[config.mk]
export PLATFORM = sky130hd
export DESIGN_NAME = ready_queue_deque_with_unlink
export DESIGN_NICKNAME = d
export VERILOG_FILES = /design/src/rtl/core/rqd_pkg.sv /design/src/rtl/core/rqd_fifo.sv /design/src/rtl/core/rqd_front.sv /design/src/rtl/core/rqd_back.sv /design/src/rtl/core/ready_queue_deque_with_unlink.sv
export SDC_FILE = /design/constraint.sdc
export NUM_CORES = 1
export LEC_CHECK = 0
export BUFFER_PORTS_ARGS = -buffer_cell sky130_fd_sc_hd__buf_2
export CORE_UTILIZATION = 56
export DETAILED_ROUTE_END_ITERATION = 10
export PLACE_DENSITY = 0.84
export SLEW_MARGIN = 10
export SYNTH_ARGS = -nofsm -noshare
export SYNTH_HDL_FRONTEND = slang
export SYNTH_SLANG_ARGS = --single-unit
[constraint.sdc]
create_clock -name clk -period 2.5 [get_ports clk]
set_clock_uncertainty 0.1 [all_clocks]
set_input_delay 0.25 -clock clk [delete_from_list [all_inputs] [get_ports clk]]
set_output_delay 0.25 -clock clk [all_outputs]
set_load 0.02 [all_outputs]
[src/rtl/core/rqd_pkg.sv]
`timescale 1ns / 1ps
// ----------------------------------------------------------------------------
// Ready queue package
// Shared types and constants for the ready queue front end, engine and queues.
// ----------------------------------------------------------------------------
package rqd_pkg;

	localparam int ID_W      = 4;
	localparam int CNT_OUT_W = 5;

	typedef enum logic [1:0] {
		OP_ADD,
		OP_POP,
		OP_SKIP
	} op_t;

	typedef struct packed {
		op_t             op;
		logic [ID_W-1:0] pid;
		logic            at_front;
	} cmd_t;

	typedef struct packed {
		logic [ID_W-1:0]      popped_id;
		logic                 popped_valid;
		logic                 was_empty;
		logic [CNT_OUT_W-1:0] queue_count;
	} res_t;

	typedef enum logic [2:0] {
		ST_IDLE,
		ST_UNLINK,
		ST_INS,
		ST_FIX,
		ST_OUT
	} state_t;

endpackage

[src/rtl/core/rqd_fifo.sv]
`timescale 1ns / 1ps
// ----------------------------------------------------------------------------
// Ready queue FIFO
// Small first-in first-out buffer used between the stages of the ready queue.
// ----------------------------------------------------------------------------
module rqd_fifo #(
	parameter int WIDTH = 8,
	parameter int DEPTH = 2
) (
	input  logic             clk,
	input  logic             arst_n,
	input  logic             wr_en,
	input  logic [WIDTH-1:0] wr_data,
	output logic             full,
	input  logic             rd_en,
	output logic [WIDTH-1:0] rd_data,
	output logic             empty
);

	localparam int PTR_W = (DEPTH > 1) ? $clog2(DEPTH) : 1;
	localparam int CNT_W = $clog2(DEPTH + 1);

	logic [WIDTH-1:0] mem_q [DEPTH];
	logic [PTR_W-1:0] wr_ptr_q;
	logic [PTR_W-1:0] rd_ptr_q;
	logic [CNT_W-1:0] cnt_q;
	logic             do_wr;
	logic             do_rd;

	assign full    = (cnt_q == CNT_W'(DEPTH));
	assign empty   = (cnt_q == '0);
	assign do_wr   = wr_en && !full;
	assign do_rd   = rd_en && !empty;
	assign rd_data = mem_q[rd_ptr_q];

	always_ff @(posedge clk or negedge arst_n) begin
		if (!arst_n) begin
			wr_ptr_q <= '0;
			rd_ptr_q <= '0;
			cnt_q    <= '0;
		end else begin
			if (do_wr) begin
				wr_ptr_q <= (wr_ptr_q == PTR_W'(DEPTH - 1)) ? '0 : wr_ptr_q + 1'b1;
			end
			if (do_rd) begin
				rd_ptr_q <= (rd_ptr_q == PTR_W'(DEPTH - 1)) ? '0 : rd_ptr_q + 1'b1;
			end
			if (do_wr && !do_rd) begin
				cnt_q <= cnt_q + 1'b1;
			end else if (do_rd && !do_wr) begin
				cnt_q <= cnt_q - 1'b1;
			end
		end
	end

	always_ff @(posedge clk) begin
		if (do_wr) begin
			mem_q[wr_ptr_q] <= wr_data;
		end
	end

endmodule

[src/rtl/core/rqd_front.sv]
`timescale 1ns / 1ps
// ----------------------------------------------------------------------------
// Ready queue front end
// Accepts request transactions, decodes them into commands and buffers them.
// ----------------------------------------------------------------------------
module rqd_front #(
	parameter int MAX_PROCS = 16
) (
	input  logic                          clk,
	input  logic                          arst_n,
	input  logic                          push,
	output logic                          full,
	input  logic                          mode,
	input  logic [rqd_pkg::ID_W-1:0]      proc_id,
	input  logic                          at_front,
	output logic                          cmd_valid,
	output rqd_pkg::cmd_t                 cmd,
	input  logic                          cmd_take
);

	rqd_pkg::cmd_t dec;
	logic          cmd_empty;

	always_comb begin
		dec.pid      = proc_id;
		dec.at_front = at_front;
		if (mode) begin
			dec.op = rqd_pkg::OP_POP;
		end else if (int'(proc_id) < MAX_PROCS) begin
			dec.op = rqd_pkg::OP_ADD;
		end else begin
			dec.op = rqd_pkg::OP_SKIP;
		end
	end

	rqd_fifo #(
		.WIDTH ($bits(rqd_pkg::cmd_t)),
		.DEPTH (2)
	) u_cmd_fifo (
		.clk     (clk),
		.arst_n  (arst_n),
		.wr_en   (push),
		.wr_data (dec),
		.full    (full),
		.rd_en   (cmd_take),
		.rd_data (cmd),
		.empty   (cmd_empty)
	);

	assign cmd_valid = !cmd_empty;

endmodule

[src/rtl/core/rqd_back.sv]
`timescale 1ns / 1ps
// ----------------------------------------------------------------------------
// Ready queue engine
// Walks the link tables one step a cycle, unless stalled: unlink, insert, pop.
// ----------------------------------------------------------------------------
module rqd_back #(
	parameter int MAX_PROCS = 16
) (
	input  logic          clk,
	input  logic          arst_n,
	input  logic          cmd_valid,
	input  rqd_pkg::cmd_t cmd,
	output logic          cmd_take,
	output logic          res_push,
	output rqd_pkg::res_t res,
	input  logic          res_full
);

	localparam int IW   = $clog2(MAX_PROCS + 1);
	localparam int PW   = (MAX_PROCS > 1) ? $clog2(MAX_PROCS) : 1;
	localparam int CNTW = (IW > rqd_pkg::CNT_OUT_W) ? IW : rqd_pkg::CNT_OUT_W;
	localparam int IDW  = rqd_pkg::ID_W;
	localparam logic [IW-1:0] SENT = IW'(MAX_PROCS);

	rqd_pkg::state_t state_q, state_d;
	logic [IW-1:0]        p_q, p_d;
	logic                 front_q, front_d;
	logic                 pop_q, pop_d;
	logic                 wl_q, wl_d;
	logic                 wempty_q, wempty_d;
	logic [IW-1:0]        head_q, head_d;
	logic [IW-1:0]        tail_q, tail_d;
	logic [CNTW-1:0]      count_q, count_d;
	logic [MAX_PROCS-1:0] linked_q, linked_d;
	logic                 fix_en_q, fix_en_d;
	logic [IW-1:0]        fix_idx_q, fix_idx_d;
	rqd_pkg::res_t        res_q, res_d;

	logic [IW-1:0] next_mem [MAX_PROCS];
	logic [IW-1:0] prev_mem [MAX_PROCS];
	logic [IW-1:0] next_rd_q;
	logic [IW-1:0] prev_rd_q;

	logic          rd_en;
	logic [PW-1:0] rd_a;
	logic          nx_we;
	logic [PW-1:0] nx_wa;
	logic [IW-1:0] nx_wd;
	logic          pv_we;
	logic [PW-1:0] pv_wa;
	logic [IW-1:0] pv_wd;
	logic          empty_now;
	logic [IW-1:0] pid_idx;

	assign empty_now = (head_q == SENT);
	assign pid_idx   = IW'(cmd.pid);
	assign rd_a      = p_d[PW-1:0];
	assign res       = res_q;

	always_comb begin
		state_d   = state_q;
		p_d       = p_q;
		front_d   = front_q;
		pop_d     = pop_q;
		wl_d      = wl_q;
		wempty_d  = wempty_q;
		head_d    = head_q;
		tail_d    = tail_q;
		count_d   = count_q;
		linked_d  = linked_q;
		fix_en_d  = fix_en_q;
		fix_idx_d = fix_idx_q;
		res_d     = res_q;
		cmd_take  = 1'b0;
		res_push  = 1'b0;
		rd_en     = 1'b0;
		nx_we     = 1'b0;
		nx_wa     = '0;
		nx_wd     = '0;
		pv_we     = 1'b0;
		pv_wa     = '0;
		pv_wd     = '0;
		case (state_q)
			rqd_pkg::ST_IDLE: begin
				if (cmd_valid) begin
					cmd_take = 1'b1;
					wempty_d = empty_now;
					front_d  = cmd.at_front;
					pop_d    = (cmd.op == rqd_pkg::OP_POP);
					case (cmd.op)
						rqd_pkg::OP_POP: begin
							if (empty_now) begin
								res_d.popped_id    = '0;
								res_d.popped_valid = 1'b0;
								res_d.was_empty    = 1'b1;
								res_d.queue_count  = count_q[rqd_pkg::CNT_OUT_W-1:0];
								state_d            = rqd_pkg::ST_OUT;
							end else begin
								p_d     = head_q;
								wl_d    = 1'b1;
								rd_en   = 1'b1;
								state_d = rqd_pkg::ST_UNLINK;
							end
						end
						rqd_pkg::OP_ADD: begin
							p_d  = pid_idx;
							wl_d = linked_q[pid_idx[PW-1:0]];
							if (linked_q[pid_idx[PW-1:0]]) begin
								rd_en   = 1'b1;
								state_d = rqd_pkg::ST_UNLINK;
							end else begin
								state_d = rqd_pkg::ST_INS;
							end
						end
						default: begin
							res_d.popped_id    = '0;
							res_d.popped_valid = 1'b0;
							res_d.was_empty    = empty_now;
							res_d.queue_count  = count_q[rqd_pkg::CNT_OUT_W-1:0];
							state_d            = rqd_pkg::ST_OUT;
						end
					endcase
				end
			end
			rqd_pkg::ST_UNLINK: begin
				if (next_rd_q == SENT) begin
					tail_d = prev_rd_q;
				end else begin
					pv_we = 1'b1;
					pv_wa = next_rd_q[PW-1:0];
					pv_wd = prev_rd_q;
				end
				if (prev_rd_q == SENT) begin
					head_d = next_rd_q;
				end else begin
					nx_we = 1'b1;
					nx_wa = prev_rd_q[PW-1:0];
					nx_wd = next_rd_q;
				end
				linked_d[p_q[PW-1:0]] = 1'b0;
				if (pop_q) begin
					count_d            = count_q - 1'b1;
					res_d.popped_id    = IDW'(p_q);
					res_d.popped_valid = 1'b1;
					res_d.was_empty    = wempty_q;
					res_d.queue_count  = count_d[rqd_pkg::CNT_OUT_W-1:0];
					state_d            = rqd_pkg::ST_OUT;
				end else begin
					state_d = rqd_pkg::ST_INS;
				end
			end
			rqd_pkg::ST_INS: begin
				nx_we = 1'b1;
				nx_wa = p_q[PW-1:0];
				pv_we = 1'b1;
				pv_wa = p_q[PW-1:0];
				if (front_q) begin
					nx_wd  = head_q;
					pv_wd  = SENT;
					head_d = p_q;
					if (head_q == SENT) begin
						tail_d   = p_q;
						fix_en_d = 1'b0;
					end else begin
						fix_en_d = 1'b1;
					end
					fix_idx_d = head_q;
				end else begin
					nx_wd  = SENT;
					pv_wd  = tail_q;
					tail_d = p_q;
					if (tail_q == SENT) begin
						head_d   = p_q;
						fix_en_d = 1'b0;
					end else begin
						fix_en_d = 1'b1;
					end
					fix_idx_d = tail_q;
				end
				linked_d[p_q[PW-1:0]] = 1'b1;
				if (!wl_q) begin
					count_d = count_q + 1'b1;
				end
				state_d = rqd_pkg::ST_FIX;
			end
			rqd_pkg::ST_FIX: begin
				if (fix_en_q) begin
					if (front_q) begin
						pv_we = 1'b1;
						pv_wa = fix_idx_q[PW-1:0];
						pv_wd = p_q;
					end else begin
						nx_we = 1'b1;
						nx_wa = fix_idx_q[PW-1:0];
						nx_wd = p_q;
					end
				end
				res_d.popped_id    = '0;
				res_d.popped_valid = 1'b0;
				res_d.was_empty    = wempty_q;
				res_d.queue_count  = count_q[rqd_pkg::CNT_OUT_W-1:0];
				state_d            = rqd_pkg::ST_OUT;
			end
			rqd_pkg::ST_OUT: begin
				if (!res_full) begin
					res_push = 1'b1;
					state_d  = rqd_pkg::ST_IDLE;
				end
			end
			default: begin
				state_d = rqd_pkg::ST_IDLE;
			end
		endcase
	end

	always_ff @(posedge clk or negedge arst_n) begin
		if (!arst_n) begin
			state_q  <= rqd_pkg::ST_IDLE;
			head_q   <= SENT;
			tail_q   <= SENT;
			count_q  <= '0;
			linked_q <= '0;
			fix_en_q <= 1'b0;
		end else begin
			state_q  <= state_d;
			head_q   <= head_d;
			tail_q   <= tail_d;
			count_q  <= count_d;
			linked_q <= linked_d;
			fix_en_q <= fix_en_d;
		end
	end

	always_ff @(posedge clk) begin
		p_q       <= p_d;
		front_q   <= front_d;
		pop_q     <= pop_d;
		wl_q      <= wl_d;
		wempty_q  <= wempty_d;
		fix_idx_q <= fix_idx_d;
		res_q     <= res_d;
	end

	always_ff @(posedge clk) begin
		if (nx_we) begin
			next_mem[nx_wa] <= nx_wd;
		end
		if (pv_we) begin
			prev_mem[pv_wa] <= pv_wd;
		end
		if (rd_en) begin
			next_rd_q <= next_mem[rd_a];
			prev_rd_q <= prev_mem[rd_a];
		end
	end

endmodule

[src/rtl/core/ready_queue_deque_with_unlink.sv]
`timescale 1ns / 1ps
// ----------------------------------------------------------------------------
// Ready queue with unlink
// Process ready queue held as a doubly linked list in two link tables.
// ----------------------------------------------------------------------------
// Usage: requests enter on a queue-style port (push/full). mode = 0 adds
// proc_id, unlinking it first if it is already queued, then inserts it at
// the head (at_front = 1) or the tail. mode = 1 pops the head. Each request
// yields exactly one result transaction on the output queue port
// (empty/pop): popped_id, popped_valid, was_empty and queue_count.
// A two-entry command buffer decouples the request side from the list
// engine, and a two-entry result buffer decouples the engine from the
// receiver. The engine performs one link-table read or write step per cycle
// while it is not held by a full result buffer: a pop on an empty queue goes
// straight to the output state, a pop reads the links and unlinks the head,
// a new add inserts and then fixes the neighbour's link, and a move unlinks
// before it inserts and fixes. The engine finishes each request before it
// takes the next one from the command buffer.
// Reset empties both buffers and the queue; the link tables need no clearing.
// When the receiver stalls, results collect in the result buffer, then the
// engine holds, and finally full rises on the request side.
module ready_queue_deque_with_unlink #(
	parameter int MAX_PROCS = 16
) (
	input  logic       clk,
	input  logic       arst_n,
	input  logic       push,
	output logic       full,
	input  logic       mode,
	input  logic [3:0] proc_id,
	input  logic       at_front,
	output logic       empty,
	input  logic       pop,
	output logic [3:0] popped_id,
	output logic       popped_valid,
	output logic       was_empty,
	output logic [4:0] queue_count
);

	logic          cmd_valid;
	rqd_pkg::cmd_t cmd;
	logic          cmd_take;
	logic          res_push;
	logic          res_full;
	rqd_pkg::res_t res_in;
	rqd_pkg::res_t res_out;

	rqd_front #(
		.MAX_PROCS (MAX_PROCS)
	) u_front (
		.clk       (clk),
		.arst_n    (arst_n),
		.push      (push),
		.full      (full),
		.mode      (mode),
		.proc_id   (proc_id),
		.at_front  (at_front),
		.cmd_valid (cmd_valid),
		.cmd       (cmd),
		.cmd_take  (cmd_take)
	);

	rqd_back #(
		.MAX_PROCS (MAX_PROCS)
	) u_back (
		.clk       (clk),
		.arst_n    (arst_n),
		.cmd_valid (cmd_valid),
		.cmd       (cmd),
		.cmd_take  (cmd_take),
		.res_push  (res_push),
		.res       (res_in),
		.res_full  (res_full)
	);

	rqd_fifo #(
		.WIDTH ($bits(rqd_pkg::res_t)),
		.DEPTH (2)
	) u_res_fifo (
		.clk     (clk),
		.arst_n  (arst_n),
		.wr_en   (res_push),
		.wr_data (res_in),
		.full    (res_full),
		.rd_en   (pop),
		.rd_data (res_out),
		.empty   (empty)
	);

	assign popped_id    = res_out.popped_id;
	assign popped_valid = res_out.popped_valid;
	assign was_empty    = res_out.was_empty;
	assign queue_count  = res_out.queue_count;

	a_res_no_overflow: assert property (@(posedge clk) disable iff (!arst_n)
		res_push |-> !res_full)
		else $error("Result pushed into a full result buffer.");

	a_cmd_take_valid: assert property (@(posedge clk) disable iff (!arst_n)
		cmd_take |-> cmd_valid)
		else $error("Engine took a command that was not present.");

	a_one_per_cmd: assert property (@(posedge clk) disable iff (!arst_n)
		cmd_take |=> !cmd_take)
		else $error("Engine took two commands in consecutive cycles.");

	a_pop_not_empty: assert property (@(posedge clk) disable iff (!arst_n)
		(res_push && res_in.popped_valid) |-> !res_in.was_empty)
		else $error("Successful pop reported an empty queue.");

endmodule

==> results of run 1 <==
## state kept, by name (all words and copies together) (netlist names), named ones only
| name | count |
|---|---|
| u_back.wempty_q | 1 |
| u_front.u_cmd_fifo.rd_ptr_q | 1 |
| u_back.pop_q | 1 |
| u_back.state_q | 3 |
| u_back.next_rd_q | 5 |
| u_front.u_cmd_fifo.cnt_q | 2 |
| u_back.fix_idx_q | 4 |
| u_back.prev_mem | 80 |
| u_res_fifo.mem_q | 22 |
| u_back.wl_q | 1 |
| u_front.u_cmd_fifo.wr_ptr_q | 1 |
| u_back.prev_rd_q | 5 |
| u_back.next_mem | 80 |
| u_back.count_q | 5 |
| u_front.u_cmd_fifo.mem_q | 12 |
| u_res_fifo.rd_ptr_q | 1 |
| u_back.res | 11 |
| u_back.p_q | 5 |
| u_back.tail_q | 5 |
| u_res_fifo.wr_ptr_q | 1 |
| u_res_fifo.cnt_q | 2 |
| u_back.front_q | 1 |
| u_back.head_q | 5 |
| u_back.fix_en_q | 1 |
## metal layers
layer	routed length, um	vias up
li1	-	3293
met1	10400	3615
met2	12800	333
met3	1740	98
met4	985	2
met5	13	-
## area by class of cell
cell class / instances / area, um^2
clock inverters: 16 / 195
flip-flops and latches: 271 / 7890
repair buffers: 157 / 1330
well taps: 270 / 338
inverters: 22 / 87.6
multi-input cells: 453 / 3720
clock buffers: 33 / 698
fillers: 1221 / 5970
## worst max-delay path, cell delays in order (launching register included)
cell	delay [ps]
dfrtp_1	380
or4_4	550
o311ai_4	340
buf_6	170
a32oi_2	90
buf_4	210
and3_1	190
buf_4	170
a22oi_1	270
and4_1	240
## logic make-up (layout without fill, tap and decap cells)
logic type / Yosys count / after routing
DFF: 271 / 271
adders and majority gates: 4 / 4
and+or+nand+nor: 193 / 193
muxes: 124 / 124
buffers and inverters: 53 / 228
xor gates and xnor gates: 19 / 19
AOI/OAI and AO/OA: 112 / 113
## cells in the final DEF, fill, tap and decap left out, types with 5 or more instances in the layout
cell type	n
a21oi_1	13
a222oi_1	8
a22oi_1	18
a22oi_2	23
and2_1	7
and4_1	10
buf_12	8
buf_2	22
buf_4	107
buf_6	8
clkbuf_1	6
clkbuf_16	28
clkinv_1	6
dfrtp_1	39
dlygate4sd3_1	9
edfxtp_1	224
inv_1	15
inv_2	5
mux2_2	24
mux2i_1	95
nand2_1	55
nand2_2	5
nand2b_1	11
nand3_1	7
nor2_1	34
nor2_2	9
nor2_4	8
nor3_1	6
nor4_1	6
o21ai_0	23
xnor2_1	12
xor2_1	7
## power groups by stage
stage | Sequential, mW | Combinational [mW] | Clock, mW
3_5_place_dp | 7.53 | 8.32 | 0
6_report | 7.53 | 9.66 | 4.08
4_1_cts | 7.47 | 9.03 | 4.11
2_1_floorplan | 7.24 | 5.46 | 0
5_1_grt | 7.62 | 10.2 | 4.28
3_3_place_gp | 7.48 | 8.04 | 0
## timing repair
item / CTS / global route
endpoints found under the hold margin: 55 / 0
hold buffers: 9 / 0
gates cloned: 2 / 2
pin swaps: 16 / 11
endpoints found under the setup margin: 78 / 193
resized for setup: 34 / 42
buffers inserted: 5 / 5
## how the worst min path moves through the flow
stage	startpoint	slack, ps	cells after the start	end
2_1_floorplan	arst_n	-150	0	asynchronous set/reset pin
3_3_place_gp	arst_n	270	2	asynchronous set/reset pin
3_5_place_dp	arst_n	270	2	asynchronous set/reset pin
4_1_cts	arst_n	220	3	u_back.tail_q[0]
5_1_grt	arst_n	270	3	asynchronous set/reset pin
6_report	arst_n	210	3	u_back.tail_q[0]
==> summary.md, run 1 <==
| Metric | Value |
|---|---|
| First-pass GRT wire length | 39.4 mm |
| Hold Crit Class | in -> async |
| Core Box Area | 0.0202 mm^2 |
| Max-slew headroom | 62.5% |
| Initial DRC count | 646 |
| IO Port Bufs | 22 |
| Unrepaired setup endpoints after global routing | true |
| Worst Max-Slew Pin Slew | 561 ps |
| Max-cap violations | 0 |
| WP data arrival | 3150 ps |
| Cell row count | 52 |
| Mux contribution to synthesized area | 11.2% |
| Total Neg Setup Slack | -2840 ps |
| R2R depth | 9 |
| Die area | 0.0212 mm^2 |
| Reg2reg setup slack | -330 ps |
| Routed Antenna Nets | 0 |
| Hold slack | 214 ps |
| Final RePlAce weighted congestion | 0.880 |
| Final Hold Vio Count | 0 |
| Clk slew on worst S/H paths | 70 ps |
| GR peak layer | met2 |
| Met2 Use GR | 40.3% |
| DIE WIDTH | 146 um |
| Max Slew Vio Count | 0 |
| Post-synth top flop | edfxtp_1 |
| Logic pwr share | 45.4% |
| Post-route cell area | 0.0143 mm^2 |
| Post-synthesis adder-cell area fraction | 0.434% |
| Largest net degree at the start of global routing | 44 |
| Initial antenna violation count | 1 |
| Flop pwr share | 35.4% |
| Clock network power share | 19.2% |
| Netlist cell types | 63 |
| Power, Total | 21.3 mW |
| # nets final | 946 |
| TritonCTS clock tree | done |
| Post-route DRC violation count | 0 |
| Sw frac | 36.5% |
| Starting Density | 57.0% |
| Reg2reg end | u_back.next_rd_q[2] |
| Clock Tree Root | clkbuf_16 |
| Final setup viols | 10 |
| Util after Layout | 70.5% |
| Sink Count | 271 |
| Fraction of layout cells with a size suffix above 1 | 32.2% |
| VDD IR max | 0.000761 V |
| P_int | 13.5 mW |
| Layout area overhead | 23.6% |
| Clk buf depth | 3 |
| R2r startpoint | u_back.head_q[1] |
| Complex-gate fraction of the synthesized area | 7.27% |
| Required @ worst endpoint | 2830 ps |
| Post-Syn Nets | 790 |
| Simple-Gate Fraction of Synth Area | 8.74% |
| Count leader, synth | edfxtp_1 |
| Crit share post-route | 113% |
| Status | complete, but fails checks |
| Fmax | 354 MHz |
| Ant diodes | 0 |
| PwrDens | 1490 mW/mm^2 |
| Yosys reg bits | 271 |
| Post-detail-place hpwl | 16.6 mm |
| Setup crit end | u_back.next_rd_q[2] |
| Num ports | 23 |
| TritonCTS Buffers | 27 |
| GRT Util Overall | 24.0% |
| Fin cells | 1222 |
| Fraction of registers with async set/reset | 15.9% |
| Total grt overflow | 0 |
| Largest family of logic cells by synthesized area | multiplexers |
| CP endpoint kind | register |
| Psw | 7.77 mW |
| Failing checks | negative setup slack |
| Post-synthesis xor/xnor area fraction | 1.44% |
| Final Critical Period | 2830 ps |
| Leak | 5.34 nW |
| Crit path from | u_back.head_q[1] |
| Clock latency on the worst-skew pair | 560 ps |
| Htree depth | 1 |
| Final wirelength | 25.9 mm |
| Grt met3 use | 4.20% |
| Cells after synthesis | 776 |
| TritonRoute pass-1 iters | 6 |
| PnR worst setup slack | -329 ps |
| Number of synthesis warnings | 0 |
| Sequential fraction of the synthesis area | 68.4% |
| List of most frequent post-synthesis cells | 224 x edfxtp_1, 97 x mux2i_1, 60 x nand2_1 |
| EDFF count, synth | 224 |
| Kind of critical path | reg -> reg |
| Vias in the first global route | 7359 |
| DR vias/cell | 6.01 |
| Yosys top cell by area | edfxtp_1 |
| Placed insts | 1152 |
| Via Count | 7341 |
| Die height | 146 um |
| M1 GR Usage | 31.5% |
| Routed length per instance | 21.2 um |
| Dpl ws | -305 ps |
| CP startpoint kind | register |
| Netlist Area Pre-Place | 0.0115 mm^2 |
| Main area contributors after synthesis | edfxtp_1 58%, dfrtp_1 8.9%, mux2i_1 8.4% |
| Synth Area per Inst | 14.9 um^2 |
| Maximum net fanout on the critical path | 5 |
| Post-DP Area | 0.0128 mm^2 |
| Synth top area share | 58.3% |
No activity file was read; power rests on OpenSTA's default activity.
==> inputs of run 2 (changes only) <==
CORE_UTILIZATION = 50   (was 56)
PLACE_DENSITY = 0.77   (was 0.84)
==> run 2 against run 1 <==
  * Worst setup slack worse by 110 ps
  * Final cell count is 3.1% higher
  * The flow still finishes with violations (negative setup slack)
  * Critical endpoint is now u_back.next_rd_q[1]
  * Register-to-register slack got worse by 110 ps
  * Wire length grew 7.5%
==> summary.md, run 2 (synthesis gave the netlist of run 1 again) <==
| Metric | Value |
|---|---|
| Status | complete, but fails checks |
| Failing checks | negative setup slack |
| Initial antenna violation count | 1 (unchanged) |
| Final setup viols | 70 (+60) |
| Worst path slowest cell | or4_4 |
| Fraction of layout cells with a size suffix above 1 | 37.7% (+5.5 points) |
| Number of cells on the critical path | 9 (unchanged) |
| Crit share post-route | 118% (+4.5 points) |
| Final RePlAce weighted congestion | 0.896 (+1.8%) |
| CP startpoint kind | register |
| Hold Crit Class | in -> async |
| Final wirelength | 27.9 mm (+7.5%) |
| PnR worst setup slack | -442 ps (-114 ps) |
| DR vias/cell | 5.95 (-0.89%) |
| Post-route DRC violation count | 0 (unchanged) |
| Multi-input gate area | 0.00409 mm^2 (+10%) |
| Num ports | 23 (unchanged) |
| Critical-path cell list | or4_4 -> o311ai_4 -> buf_4 -> a32o_4 -> buf_12 -> buf_16 -> mux2i_1 -> a22oi_1 -> and4_1 |
| Crit-path leading delay family | simple AND/OR/NAND/NOR gates |
| Routed Antenna Nets | 0 (unchanged) |
| Hold slack | 221 ps (+7.53 ps) |
| Cell row count | 55 (+5.8%) |
| Power, Total | 23.1 mW (+8.7%) |
| Logic pwr share | 49.3% (+3.9 points) |
| Max-cap violations | 0 (unchanged) |
| CP endpoint kind | register |
| First-pass GRT wire length | 40.3 mm (+2.4%) |
| Routed length per instance | 22.1 um (+4.3%) |
| Post-route cell area | 0.0150 mm^2 (+5.3%) |
| Die height | 154 um (+5.7%) |
| Initial DRC count | 759 (+17%) |
| Sw frac | 37.3% (+0.77 points) |
| Layout area overhead | 30.2% |
| Buffers and inverters on the worst path | 3 (unchanged) |
| Critical Path Max Stage Delay | 540 ps (about the same) |
| Vias in the first global route | 7265 (-1.3%) |
| Clock Tree Root | clkbuf_16 |
| Clock network power share | 17.8% (-1.4 points) |
| TritonCTS clock tree | done |
| Final Critical Period | 2940 ps (+114 ps) |
| Clk slew on worst S/H paths | 60 ps (about the same) |
| Core Box Area | 0.0226 mm^2 (+12%) |
| Kind of critical path | reg -> reg |
| TritonRoute pass-1 iters | 7 (+1) |
| # nets final | 968 (+2.3%) |
| Leak | 5.57 nW (+4.2%) |
| WP data arrival | 3150 ps (about the same) |
| Clk buf depth | 3 (unchanged) |
| P_int | 14.5 mW (+7.3%) |
| Psw | 8.62 mW (+11%) |
| Fill cells | 1442 (+18%) |
| PwrDens | 1540 mW/mm^2 (+3.2%) |
| Worst Max-Slew Pin Slew | 587 ps (+26.0 ps) |
| Die area | 0.0237 mm^2 (+12%) |
| Max Slew Vio Count | 0 (unchanged) |
| Via Count | 7502 (+2.2%) |
| Final Hold Vio Count | 0 (unchanged) |
| Clock latency on the worst-skew pair | 560 ps (about the same) |
| DIE WIDTH | 154 um (+5.7%) |
| Ant diodes | 0 (unchanged) |
| Unrepaired setup endpoints after global routing | true |
| Sink Count | 271 (unchanged) |
| Starting Density | 50.9% (-6.1 points) |
| Post-detail-place hpwl | 16.4 mm (-1.5%) |
| VDD IR max | 0.000831 V (+9.2%) |
| Largest net degree at the start of global routing | 44 (unchanged) |
| Total grt overflow | 0 (unchanged) |
| Post-DP Area | 0.0127 mm^2 (-0.54%) |
| Max-slew headroom | 60.9% (-1.6 points) |
| TritonCTS Buffers | 27 (unchanged) |
| Most frequent cells in the layout | 224 x edfxtp_1, 98 x buf_4, 72 x mux2i_1 |
| R2R depth | 9 (unchanged) |
| Largest regs | u_back.next_mem (80), u_back.prev_mem (80), u_res_fifo.mem_q (22) |
| Register area | 0.00789 mm^2 (about the same) |
| Fmax | 340 MHz (-3.9%) |
| Maximum net fanout on the critical path | 10 (+5) |
| GRT Util Overall | 22.2% (-1.8 points) |
| Flop pwr share | 33.0% (-2.4 points) |
| Most common cell after layout, fill and taps aside | edfxtp_1 |
| Htree depth | 1 (unchanged) |
| IO Port Bufs | 22 (unchanged) |
| Required @ worst endpoint | 2710 ps (-120 ps) |
==> run 2: worst paths after layout <==
kind                                             endpoint  slack [ps]        startpoint
setup / recovery                      u_back.next_rd_q[1]        -440  u_back.head_q[0]
hold / removal                u_front.u_cmd_fifo.rd_ptr_q         220            arst_n
setup reg to reg                      u_back.next_rd_q[1]        -440  u_back.head_q[0]
hold reg to reg                    u_res_fifo.mem_q[0][7]         350     u_back.res[7]
max in group asynchronous               u_back.count_q[2]        1680            arst_n
min in group clk           u_front.u_cmd_fifo.mem_q[0][0]         330          at_front
==> run 2: metrics by stage <==
stage,setup slack (ps),TNS [ps],utilization [%],instances
6_report,-442,-4890,66.3,1260
5_1_grt,-474,-13480,66.3,1260
4_1_cts,-311,-2920,63.1,1235
3_5_place_dp,-402,-13680,56.2,1157
3_3_place_gp,-331,-8790,56.2,1157
2_1_floorplan,-141,-1400,-,776
==> run 2: worst reg2reg max path: stages (launching register included) <==
cell and delay [ps]:
dfrtp_1 410, or4_4 540, o311ai_4 260, buf_4 170, a32o_4 170, buf_12 170, buf_16 170, mux2i_1 330
a22oi_1 120, and4_1 250
==> run 2: cell type report <==
| class | instances | share of cell area [%] |
|---|---|---|
| clock inverter | 17 | 1.00 |
| inverter | 22 | 0.633 |
| multi-input combinational | 454 | 27.3 |
| tap | 285 | 2.37 |
| sequential | 271 | 52.5 |
| clock buffer | 33 | 5.07 |
| timing repair buffer | 178 | 11.2 |
==> run 2: metal layers <==
| metal | vias up | share of wire, % | track usage, % |
|---|---|---|---|
| met4 | 2 | 4.5 | 7.62 |
| met2 | 388 | 48 | 36.8 |
| met1 | 3662 | 40 | 30.0 |
| met5 | - | 0.061 | 0 |
| li1 | 3341 | - | - |
| met3 | 109 | 7.7 | 3.44 |
==> run 2: power by group through the flow <==
stage / registers [mW] / logic, mW / clock network [mW]
after floorplan: 7.24 / 5.46 / 0
final: 7.62 / 11.4 / 4.11
after global routing: 7.71 / 12.0 / 4.32
after detailed placement: 7.52 / 8.23 / 0
after CTS: 7.49 / 9.69 / 4.14
after global placement: 7.46 / 8.03 / 0
==> run 2: what timing repair did <==
| action | in CTS | in global routing |
|---|---|---|
| hold buffers | 9 | 0 |
| endpoints found under the hold margin | 55 | 0 |
| pin swaps | 13 | 31 |
| buffers inserted | 14 | 21 |
| setup endpoints to repair | 162 | 269 |
| gates resized for setup | 70 | 111 |
| gates cloned | 5 | 4 |
